### src/rtl/bqd_pkg.sv
`timescale 1ns / 1ps
// ----------------------------------------------------------------------------
// bqd_pkg
// Shared types and constants for the saturating PCM16 biquad.
// ----------------------------------------------------------------------------
package bqd_pkg;

  localparam int unsigned COEF_W = 32;
  localparam int unsigned DLY_W  = 40;
  localparam int unsigned ACC_W  = 46;
  localparam int unsigned PCM_W  = 16;
  localparam int unsigned ADDR_W = 5;
  localparam int unsigned DATA_W = 32;

  // register indexes (byte address / 4)
  localparam logic [2:0] REG_B0 = 3'd0;
  localparam logic [2:0] REG_B1 = 3'd1;
  localparam logic [2:0] REG_B2 = 3'd2;
  localparam logic [2:0] REG_A1 = 3'd3;
  localparam logic [2:0] REG_A2 = 3'd4;

  localparam logic signed [COEF_W-1:0] B0_RST = 32'sh1000_0000;

  localparam logic signed [DLY_W-1:0] DLY_MAX = {1'b0, {(DLY_W-1){1'b1}}};
  localparam logic signed [DLY_W-1:0] DLY_MIN = {1'b1, {(DLY_W-1){1'b0}}};

  // +/- 2^31: halved output of magnitude one
  localparam logic signed [ACC_W-1:0] CLIP_POS = 46'sh0_8000_0000;
  localparam logic signed [ACC_W-1:0] CLIP_NEG = -46'sh0_8000_0000;

  typedef enum logic [2:0] {
    CSEL_B0,
    CSEL_B1,
    CSEL_B2,
    CSEL_A1,
    CSEL_A2
  } coef_sel_t;

  typedef enum logic [1:0] {
    VSEL_W1,
    VSEL_W2,
    VSEL_D
  } val_sel_t;

  typedef struct packed {
    logic signed [COEF_W-1:0] b0;
    logic signed [COEF_W-1:0] b1;
    logic signed [COEF_W-1:0] b2;
    logic signed [COEF_W-1:0] a1;
    logic signed [COEF_W-1:0] a2;
  } coefs_t;

  typedef struct packed {
    logic      load_x;
    logic      mul_en;
    coef_sel_t coef;
    val_sel_t  val;
    logic      hi;
    logic      sub;
    logic      sat_d;
    logic      finish;
  } dp_cmd_t;

  typedef struct packed {
    logic out_busy;
  } dp_sts_t;

endpackage

### src/rtl/bqd_regs.sv
`timescale 1ns / 1ps
// ----------------------------------------------------------------------------
// bqd_regs
// APB coefficient register file, five signed Q3.28 taps.
// ----------------------------------------------------------------------------
module bqd_regs (
  input  logic                       clk,
  input  logic                       rst_n,
  input  logic                       psel,
  input  logic                       penable,
  input  logic                       pwrite,
  input  logic [bqd_pkg::ADDR_W-1:0] paddr,
  input  logic [bqd_pkg::DATA_W-1:0] pwdata,
  output logic [bqd_pkg::DATA_W-1:0] prdata,
  output logic                       pready,
  output bqd_pkg::coefs_t            coefs
);
  import bqd_pkg::*;

  coefs_t     coefs_r;
  logic       wr_en;
  logic [2:0] idx;

  assign pready = 1'b1;
  assign wr_en  = psel & penable & pwrite;
  assign idx    = paddr[4:2];
  assign coefs  = coefs_r;

  always_ff @(posedge clk) begin
    if (!rst_n) begin
      coefs_r.b0 <= B0_RST;
      coefs_r.b1 <= '0;
      coefs_r.b2 <= '0;
      coefs_r.a1 <= '0;
      coefs_r.a2 <= '0;
    end else if (wr_en) begin
      unique case (idx)
        REG_B0:  coefs_r.b0 <= pwdata;
        REG_B1:  coefs_r.b1 <= pwdata;
        REG_B2:  coefs_r.b2 <= pwdata;
        REG_A1:  coefs_r.a1 <= pwdata;
        REG_A2:  coefs_r.a2 <= pwdata;
        default: ;
      endcase
    end
  end

  always_comb begin
    unique case (idx)
      REG_B0:  prdata = coefs_r.b0;
      REG_B1:  prdata = coefs_r.b1;
      REG_B2:  prdata = coefs_r.b2;
      REG_A1:  prdata = coefs_r.a1;
      REG_A2:  prdata = coefs_r.a2;
      default: prdata = '0;
    endcase
  end

endmodule

### src/rtl/bqd_dp.sv
`timescale 1ns / 1ps
// ----------------------------------------------------------------------------
// bqd_dp
// Biquad datapath: shared 32x21 multiplier, accumulator, delay line, output.
// ----------------------------------------------------------------------------
module bqd_dp (
  input  logic                             clk,
  input  logic                             rst_n,
  input  bqd_pkg::dp_cmd_t                 cmd,
  output bqd_pkg::dp_sts_t                 sts,
  input  bqd_pkg::coefs_t                  coefs,
  input  logic signed [bqd_pkg::PCM_W-1:0] in_sample_in,
  input  logic                             in_block_end_in,
  output logic                             out_valid,
  input  logic                             out_ready,
  output logic signed [bqd_pkg::PCM_W-1:0] out_sample_out,
  output logic                             out_clipped,
  output logic                             out_block_end_out
);
  import bqd_pkg::*;

  // operand select and product
  logic signed [COEF_W-1:0] mul_a;
  logic signed [DLY_W-1:0]  mul_v;
  logic signed [20:0]       mul_b;
  logic signed [52:0]       prod_nxt;
  logic signed [52:0]       prod_r;
  logic                     tag_vld_r;
  logic                     tag_hi_r;
  logic                     tag_sub_r;

  // reduction
  logic signed [32:0]       lo_r;
  logic signed [52:0]       psum;
  logic signed [44:0]       term;
  logic signed [ACC_W-1:0]  term_x;
  logic signed [ACC_W-1:0]  acc_r;

  // delay line
  logic signed [DLY_W-1:0]  w1_r;
  logic signed [DLY_W-1:0]  w2_r;
  logic signed [DLY_W-1:0]  d_r;
  logic signed [DLY_W-1:0]  d_nxt;
  logic                     blk_r;

  // output conversion
  logic                     clip_pos;
  logic                     clip_neg;
  logic                     neg;
  logic [ACC_W-1:0]         abs_y;
  logic [31:0]              mag;
  logic [46:0]              scaled;
  logic [PCM_W-1:0]         q;
  logic signed [PCM_W-1:0]  smp_nxt;

  logic                     out_valid_r;
  logic signed [PCM_W-1:0]  smp_r;
  logic                     clip_r;
  logic                     blk_out_r;

  always_comb begin
    unique case (cmd.coef)
      CSEL_B0: mul_a = coefs.b0;
      CSEL_B1: mul_a = coefs.b1;
      CSEL_B2: mul_a = coefs.b2;
      CSEL_A1: mul_a = coefs.a1;
      CSEL_A2: mul_a = coefs.a2;
      default: mul_a = '0;
    endcase
    unique case (cmd.val)
      VSEL_W1: mul_v = w1_r;
      VSEL_W2: mul_v = w2_r;
      VSEL_D:  mul_v = d_r;
      default: mul_v = '0;
    endcase
    // high half is floor(w / 2^20), low half the unsigned remainder
    mul_b    = cmd.hi ? {mul_v[DLY_W-1], mul_v[DLY_W-1:20]} : {1'b0, mul_v[19:0]};
    prod_nxt = mul_a * mul_b;
  end

  assign psum   = prod_r + {{20{lo_r[32]}}, lo_r};
  assign term   = psum[52:8];
  assign term_x = {{(ACC_W-45){term[44]}}, term};

  always_comb begin
    priority if (acc_r > $signed({{(ACC_W-DLY_W){1'b0}}, DLY_MAX})) begin
      d_nxt = DLY_MAX;
    end else if (acc_r < $signed({{(ACC_W-DLY_W){1'b1}}, DLY_MIN})) begin
      d_nxt = DLY_MIN;
    end else begin
      d_nxt = acc_r[DLY_W-1:0];
    end
  end

  always_comb begin
    clip_pos = acc_r > CLIP_POS;
    clip_neg = acc_r < CLIP_NEG;
    neg      = acc_r[ACC_W-1];
    abs_y    = neg ? (~acc_r + 1'b1) : acc_r;
    mag      = (clip_pos | clip_neg) ? 32'h8000_0000 : abs_y[31:0];
    scaled   = {mag, 15'b0} - {15'b0, mag};
    q        = scaled[46:31];
    smp_nxt  = neg ? -$signed(q) : $signed(q);
  end

  always_ff @(posedge clk) begin
    if (!rst_n) begin
      tag_vld_r   <= 1'b0;
      out_valid_r <= 1'b0;
      w1_r        <= '0;
      w2_r        <= '0;
    end else begin
      tag_vld_r <= cmd.mul_en;
      if (cmd.finish) begin
        out_valid_r <= 1'b1;
        w2_r        <= w1_r;
        w1_r        <= d_r;
      end else if (out_ready) begin
        out_valid_r <= 1'b0;
      end
    end
  end

  always_ff @(posedge clk) begin
    prod_r    <= prod_nxt;
    tag_hi_r  <= cmd.hi;
    tag_sub_r <= cmd.sub;
    if (tag_vld_r && !tag_hi_r) begin
      lo_r <= prod_r[52:20];
    end
    if (cmd.load_x) begin
      acc_r <= {{(ACC_W-31){in_sample_in[PCM_W-1]}}, in_sample_in, 15'b0};
      blk_r <= in_block_end_in;
    end else if (cmd.sat_d) begin
      acc_r <= '0;
      d_r   <= d_nxt;
    end else if (tag_vld_r && tag_hi_r) begin
      acc_r <= tag_sub_r ? acc_r - term_x : acc_r + term_x;
    end
    if (cmd.finish) begin
      smp_r     <= smp_nxt;
      clip_r    <= clip_pos | clip_neg;
      blk_out_r <= blk_r;
    end
  end

  assign sts.out_busy    = out_valid_r & ~out_ready;
  assign out_valid       = out_valid_r;
  assign out_sample_out  = smp_r;
  assign out_clipped     = clip_r;
  assign out_block_end_out = blk_out_r;

endmodule

### src/rtl/bqd_ctrl.sv
`timescale 1ns / 1ps
// ----------------------------------------------------------------------------
// bqd_ctrl
// Sequencer: issues the ten half-products, the delay saturate step and the output step per word.
// ----------------------------------------------------------------------------
module bqd_ctrl (
  input  logic             clk,
  input  logic             rst_n,
  input  logic             in_valid,
  output logic             in_ready,
  output bqd_pkg::dp_cmd_t cmd,
  input  bqd_pkg::dp_sts_t sts
);
  import bqd_pkg::*;

  typedef enum logic [3:0] {
    ST_IDLE,
    ST_A1L, ST_A1H, ST_A2L, ST_A2H, ST_POST_D, ST_SAT,
    ST_B0L, ST_B0H, ST_B1L, ST_B1H, ST_B2L, ST_B2H, ST_POST_Y,
    ST_DONE
  } state_t;

  state_t state_r;
  state_t state_nxt;

  assign in_ready = (state_r == ST_IDLE);

  always_comb begin
    cmd        = '0;
    cmd.coef   = CSEL_B0;
    cmd.val    = VSEL_W1;
    cmd.load_x = in_valid & in_ready;
    state_nxt  = state_r;
    unique case (state_r)
      ST_IDLE:   if (in_valid) state_nxt = ST_A1L;
      ST_A1L: begin
        cmd.mul_en = 1'b1; cmd.coef = CSEL_A1; cmd.val = VSEL_W1;
        state_nxt  = ST_A1H;
      end
      ST_A1H: begin
        cmd.mul_en = 1'b1; cmd.coef = CSEL_A1; cmd.val = VSEL_W1;
        cmd.hi = 1'b1; cmd.sub = 1'b1;
        state_nxt  = ST_A2L;
      end
      ST_A2L: begin
        cmd.mul_en = 1'b1; cmd.coef = CSEL_A2; cmd.val = VSEL_W2;
        state_nxt  = ST_A2H;
      end
      ST_A2H: begin
        cmd.mul_en = 1'b1; cmd.coef = CSEL_A2; cmd.val = VSEL_W2;
        cmd.hi = 1'b1; cmd.sub = 1'b1;
        state_nxt  = ST_POST_D;
      end
      ST_POST_D: state_nxt = ST_SAT;
      ST_SAT: begin
        cmd.sat_d = 1'b1;
        state_nxt = ST_B0L;
      end
      ST_B0L: begin
        cmd.mul_en = 1'b1; cmd.coef = CSEL_B0; cmd.val = VSEL_D;
        state_nxt  = ST_B0H;
      end
      ST_B0H: begin
        cmd.mul_en = 1'b1; cmd.coef = CSEL_B0; cmd.val = VSEL_D; cmd.hi = 1'b1;
        state_nxt  = ST_B1L;
      end
      ST_B1L: begin
        cmd.mul_en = 1'b1; cmd.coef = CSEL_B1; cmd.val = VSEL_W1;
        state_nxt  = ST_B1H;
      end
      ST_B1H: begin
        cmd.mul_en = 1'b1; cmd.coef = CSEL_B1; cmd.val = VSEL_W1; cmd.hi = 1'b1;
        state_nxt  = ST_B2L;
      end
      ST_B2L: begin
        cmd.mul_en = 1'b1; cmd.coef = CSEL_B2; cmd.val = VSEL_W2;
        state_nxt  = ST_B2H;
      end
      ST_B2H: begin
        cmd.mul_en = 1'b1; cmd.coef = CSEL_B2; cmd.val = VSEL_W2; cmd.hi = 1'b1;
        state_nxt  = ST_POST_Y;
      end
      ST_POST_Y: state_nxt = ST_DONE;
      ST_DONE: begin
        if (!sts.out_busy) begin
          cmd.finish = 1'b1;
          state_nxt  = ST_IDLE;
        end
      end
      default:   state_nxt = ST_IDLE;
    endcase
  end

  always_ff @(posedge clk) begin
    if (!rst_n) begin
      state_r <= ST_IDLE;
    end else begin
      state_r <= state_nxt;
    end
  end

endmodule

### src/rtl/biquad_iir_pcm16_saturating.sv
`timescale 1ns / 1ps
// ----------------------------------------------------------------------------
// biquad_iir_pcm16_saturating
// Direct-form-II biquad on Q1.15 PCM with 40-bit saturating delay line.
// A new word is accepted only in the idle state, after the last word has
// run its ten half-products through one shared 32x21 multiplier plus the
// saturate and output steps; the output step waits on a busy output.
// Reset: coefficients to b0=1.0 and others 0, delay line cleared, no output.
// ----------------------------------------------------------------------------
module biquad_iir_pcm16_saturating (
  input  logic                             clk,
  input  logic                             rst_n,
  input  logic                             psel,
  input  logic                             penable,
  input  logic                             pwrite,
  input  logic [bqd_pkg::ADDR_W-1:0]       paddr,
  input  logic [bqd_pkg::DATA_W-1:0]       pwdata,
  output logic [bqd_pkg::DATA_W-1:0]       prdata,
  output logic                             pready,
  input  logic                             in_valid,
  output logic                             in_ready,
  input  logic signed [bqd_pkg::PCM_W-1:0] in_sample_in,
  input  logic                             in_block_end_in,
  output logic                             out_valid,
  input  logic                             out_ready,
  output logic signed [bqd_pkg::PCM_W-1:0] out_sample_out,
  output logic                             out_clipped,
  output logic                             out_block_end_out
);
  import bqd_pkg::*;

  coefs_t  coefs;
  dp_cmd_t cmd;
  dp_sts_t sts;

  bqd_regs u_regs (
    .clk     (clk),
    .rst_n   (rst_n),
    .psel    (psel),
    .penable (penable),
    .pwrite  (pwrite),
    .paddr   (paddr),
    .pwdata  (pwdata),
    .prdata  (prdata),
    .pready  (pready),
    .coefs   (coefs)
  );

  bqd_ctrl u_ctrl (
    .clk      (clk),
    .rst_n    (rst_n),
    .in_valid (in_valid),
    .in_ready (in_ready),
    .cmd      (cmd),
    .sts      (sts)
  );

  bqd_dp u_dp (
    .clk               (clk),
    .rst_n             (rst_n),
    .cmd               (cmd),
    .sts               (sts),
    .coefs             (coefs),
    .in_sample_in      (in_sample_in),
    .in_block_end_in   (in_block_end_in),
    .out_valid         (out_valid),
    .out_ready         (out_ready),
    .out_sample_out    (out_sample_out),
    .out_clipped       (out_clipped),
    .out_block_end_out (out_block_end_out)
  );

endmodule

### config.mk
export PLATFORM = sky130hd
export DESIGN_NAME = biquad_iir_pcm16_saturating
export DESIGN_NICKNAME = d
export VERILOG_FILES = /design/src/rtl/bqd_pkg.sv /design/src/rtl/bqd_regs.sv /design/src/rtl/bqd_dp.sv /design/src/rtl/bqd_ctrl.sv /design/src/rtl/biquad_iir_pcm16_saturating.sv
export SDC_FILE = /design/constraint.sdc
export NUM_CORES = 2
export LEC_CHECK = 0
export BUFFER_PORTS_ARGS = -buffer_cell sky130_fd_sc_hd__buf_2
export CORE_MARGIN = 1
export CORE_UTILIZATION = 45
export CTS_CLUSTER_DIAMETER = 30
export DETAILED_ROUTE_END_ITERATION = 8
export SLEW_MARGIN = 30
export SYNTH_ARGS = -nofsm -noshare
export SYNTH_HDL_FRONTEND = slang
export SYNTH_HIERARCHICAL = 1
export SYNTH_SLANG_ARGS = --single-unit
### constraint.sdc
create_clock -name clk -period 11.6 [get_ports clk]
set_clock_uncertainty 0.05 [all_clocks]
set_input_delay 0 -clock clk [delete_from_list [all_inputs] [get_ports clk]]
set_output_delay 0 -clock clk [all_outputs]
set_load 0.005 [all_outputs]
==> impl_results.md <==
* Initial core utilization at 0.4552
* M3 GR Usage at 0.03728
* Area Growth Syn to Fin at 12.77%
* Site row count at 122
* Number of fill cells at 10511
* Clk sink count at 439
* Routing usage on met2 at 0.4428
* Vias at 40879
* Detail Route Antenna Nets at 0
* Status: finished, final reports clean
* Yosys reg bits at 439
* Worst Path Required at 12.11 ns
* DP HPWL at around 110 mm
* Fraction of layout cells with a size suffix above 1 at 0.09479
* Final Non-Filler Cells at 7365
* TritonCTS clock tree: built
* RSZ-0062 raised after global routing: false
* Sequential-to-total area share from yosys stat at 0.1981
* Avg Inst Size Synth at just under 9 um^2
* Die X at 337.3 um
* Synth cell types at 102
* Area of the multi-input gates at roughly 36000 um^2
* Skew-Pair Late Insertion Delay at 0.70 ns
* Critical Path Sink Type: flip-flop
* Synthesized cell area at 50580 um^2
* Final nets at 6772
* Worst Path Class, Setup: flip-flop to flip-flop
* MaxCap Viol Count at 0
* PortBufs at 110
* Hold_buf cts at 57
* Detailed Route WL at 151.5 mm
* Primary FF master, synth: dfxtp_1
* Met1 Use GR at 0.3663
* Tcrit/Tclk final at 0.9237
* Worst Max-Slew Pin Slew at between 1 and 1.5 ns
* Die area at between 100000 and 150000 um^2
* Setup TNS Final at 0 ns
* Core ar. at 111100 um^2
* WL/cell at 20.57 um
* Critical path peak fanout at 25
* Syn_nets at 6677
* Worst setup SP type: flip-flop
* Number of global-route vias before repair at approximately 42000
* Dpl cells at 7121
* Post-synth EDFFs at between 100 and 150
* Most frequent CP cell: fa_1
* Global route total overflow at 0
* Synth warn at 6
* Global-route wire length before repair at 238.8 mm
* Initial antenna violation count at 1
* Worst path arrival time at 11.23 ns
* Ports at 114
* Global routing's busiest layer: met2
* Worst-path clk slew at 0.05 ns
* Fmax at about 93 MHz
* Postcts setup bufs at 0
* Clock Tree Buf Depth at 3
* # setup viols final at 0
* Max_slew headroom at 0.3182
* FF/Latch Area at 10020 um^2
* First-pass iteration count of the detailed router at 5
* CTS Root Cell: clkbuf_16
* Slowest cell on crit path: dfxtp_1
* Power density cells at 131.2 nW/um^2
* Vias per cell at 5.550
* Final Slew Violations at 0
* Die height at ~340 um
* Largest net degree at the start of global routing at 105
* Htree depth at 3
* Cts bufs inserted at 98
* Fin. Hold Viols at 0
* Gpl congestion at 0.9131
* Gr usage total at 0.2716
* Hold WC Path Type: input pin to flip-flop
* Pwr Total at 7484 uW
* Max stage delay on crit path at 0.74 ns
* Initial drt markers at between 3000 and 4000
* DRC at 0
* Syn Inst Count at about 5700
* Async S/R FF share, synth at 0
* P_leak at ~0.026 uW
* VDD IR max at roughly 0.11 mV
* Fin crit period at 10.71 ns
* Resize count post-CTS at 0
-- cell usage after synthesis (54+ instances only) --
cell type,count,share of area
xnor2_1,143,0.025
nand2b_1,66,0.0082
nor2b_1,117,0.014
dfxtp_1,316,0.13
fa_1,670,0.27
clkbuf_1,238,0.018
ha_1,248,0.061
a221oi_1,54,0.0094
a22oi_1,65,0.0096
a21oi_1,204,0.020
xor2_1,75,0.013
nor2_1,396,0.029
nand2_1,751,0.056
o21ai_0,175,0.017
nor3_1,71,0.0070
inv_1,880,0.065
a21o_1,139,0.021
mux2i_1,289,0.057
edfxtp_1,123,0.073
mux2_2,68,0.015
-- cells in the final DEF, fill, tap and decap left out, types with 16 or more instances in the layout --
cell,Yosys,layout
o31ai_1,22,22
nand4_1,41,41
xor2_1,75,75
nor2_1,396,382
mux2_2,68,68
nand2b_1,66,66
dfxtp_1,316,316
fa_1,670,670
a22oi_1,65,65
nor3_1,71,68
o22ai_1,38,38
a21o_1,139,139
dlygate4sd3_1,0,57
a221oi_1,54,52
a21oi_1,204,202
mux2i_1,289,289
or2_2,21,21
clkbuf_1,238,17
and3_1,18,18
buf_2,21,109
a221o_1,38,38
nand2_1,751,751
ha_1,248,248
nor2b_1,117,114
and2_1,21,22
o21ai_0,175,168
o21a_1,24,24
inv_1,880,878
buf_4,5,119
o21bai_1,18,18
or3_1,16,16
a31oi_1,38,38
xnor2_1,143,143
clkbuf_16,0,100
a211oi_1,19,18
nand3_1,43,43
edfxtp_1,123,123
-- critical path, delay by kind of cell, from the launching register on --
| family | cells | cell delay, ns |
|---|---|---|
| multiplexers | 1 | 0.19 |
| adder cells (fa/ha/maj) | 8 | 3.88 |
| AO/OA/AOI/OAI | 15 | 3.80 |
| buffers and inverters | 6 | 1.45 |
| AND/OR/NAND/NOR | 2 | 0.25 |
| XOR/XNOR | 1 | 0.16 |
| flip-flops | 1 | 0.74 |
-- kinds of logic (layout without fill, tap and decap cells) --
group | after synthesis | count (layout) | synth area share
AND/OR/NAND/NOR | 1636 | 1636 | 0.1464
buffers and inverters | 1183 | 1361 | 0.09209
AO/OA/AOI/OAI | 944 | 944 | 0.1258
adder cells (fa/ha/maj) | 918 | 918 | 0.3265
flip-flops | 439 | 439 | 0.1981
multiplexers | 358 | 358 | 0.07277
XOR/XNOR | 219 | 219 | 0.03819
other | 1 | 2 | 0.00007414
-- worst paths after layout --
path | from | endpoint | slack [ns] | cells after the start
min reg2reg | u_dp/prod_r[37] | u_dp/lo_r[17] | 0.36 | 0
max | u_ctrl/state_r[0] | u_dp/prod_r[50] | 0.89 | 33
max reg2reg | u_ctrl/state_r[0] | u_dp/prod_r[50] | 0.89 | 33
min | in_valid | u_ctrl/state_r[0] | 0.09 | 4
-- report_power, final --
| part | internal, uW | total, uW | leakage (uW) | switching [uW] |
|---|---|---|---|---|
| registers | 1690 | 1840 | 0.00369 | 147 |
| clock network | 1910 | 2890 | 0.00168 | 975 |
| logic | 1020 | 2760 | 0.0203 | 1740 |
-- layer usage --
metal	wire, um	vias to the layer above
met2	69730	1291
met5	0	-
met4	5781	0
li1	-	18889
met3	9346	296
met1	66640	20403
-- stage by stage --
step	worst slack, ns	hold WS [ns]	instance area (um^2)	util
2_1_floorplan	1.992	0.04887	50580	-
3_3_place_gp	1.026	0.1282	52820	0.4753
3_5_place_dp	0.9173	0.1332	52880	0.4759
4_1_cts	0.8295	0.04383	56970	0.5126
5_1_grt	0.1600	0.09245	57040	0.5133
6_report	0.8854	0.08658	57040	0.5133
-- sequential cells by signal (all words and copies together), names as in the netlist, 4 cells and up --
signal and cells:
u_regs/coefs 160, u_dp/prod_r 53, u_dp/acc_r 46, u_dp/d_r 40
u_dp/w1_r 40, u_dp/w2_r 40, u_dp/lo_r 33, u_dp/out_sample_out 16
u_ctrl/state_r 4
-- final cells by class --
cell class | count | share of cell area
sequential | 439 | 0.1757
timing repair buffer | 296 | 0.03942
tap | 1488 | 0.03264
clock buffer | 128 | 0.04764
antenna | 1 | 0.00004387
multi-input combinational | 4076 | 0.6326
clock inverter | 55 | 0.01393
inverter | 882 | 0.05808
(Power assumes the default switching activity.)
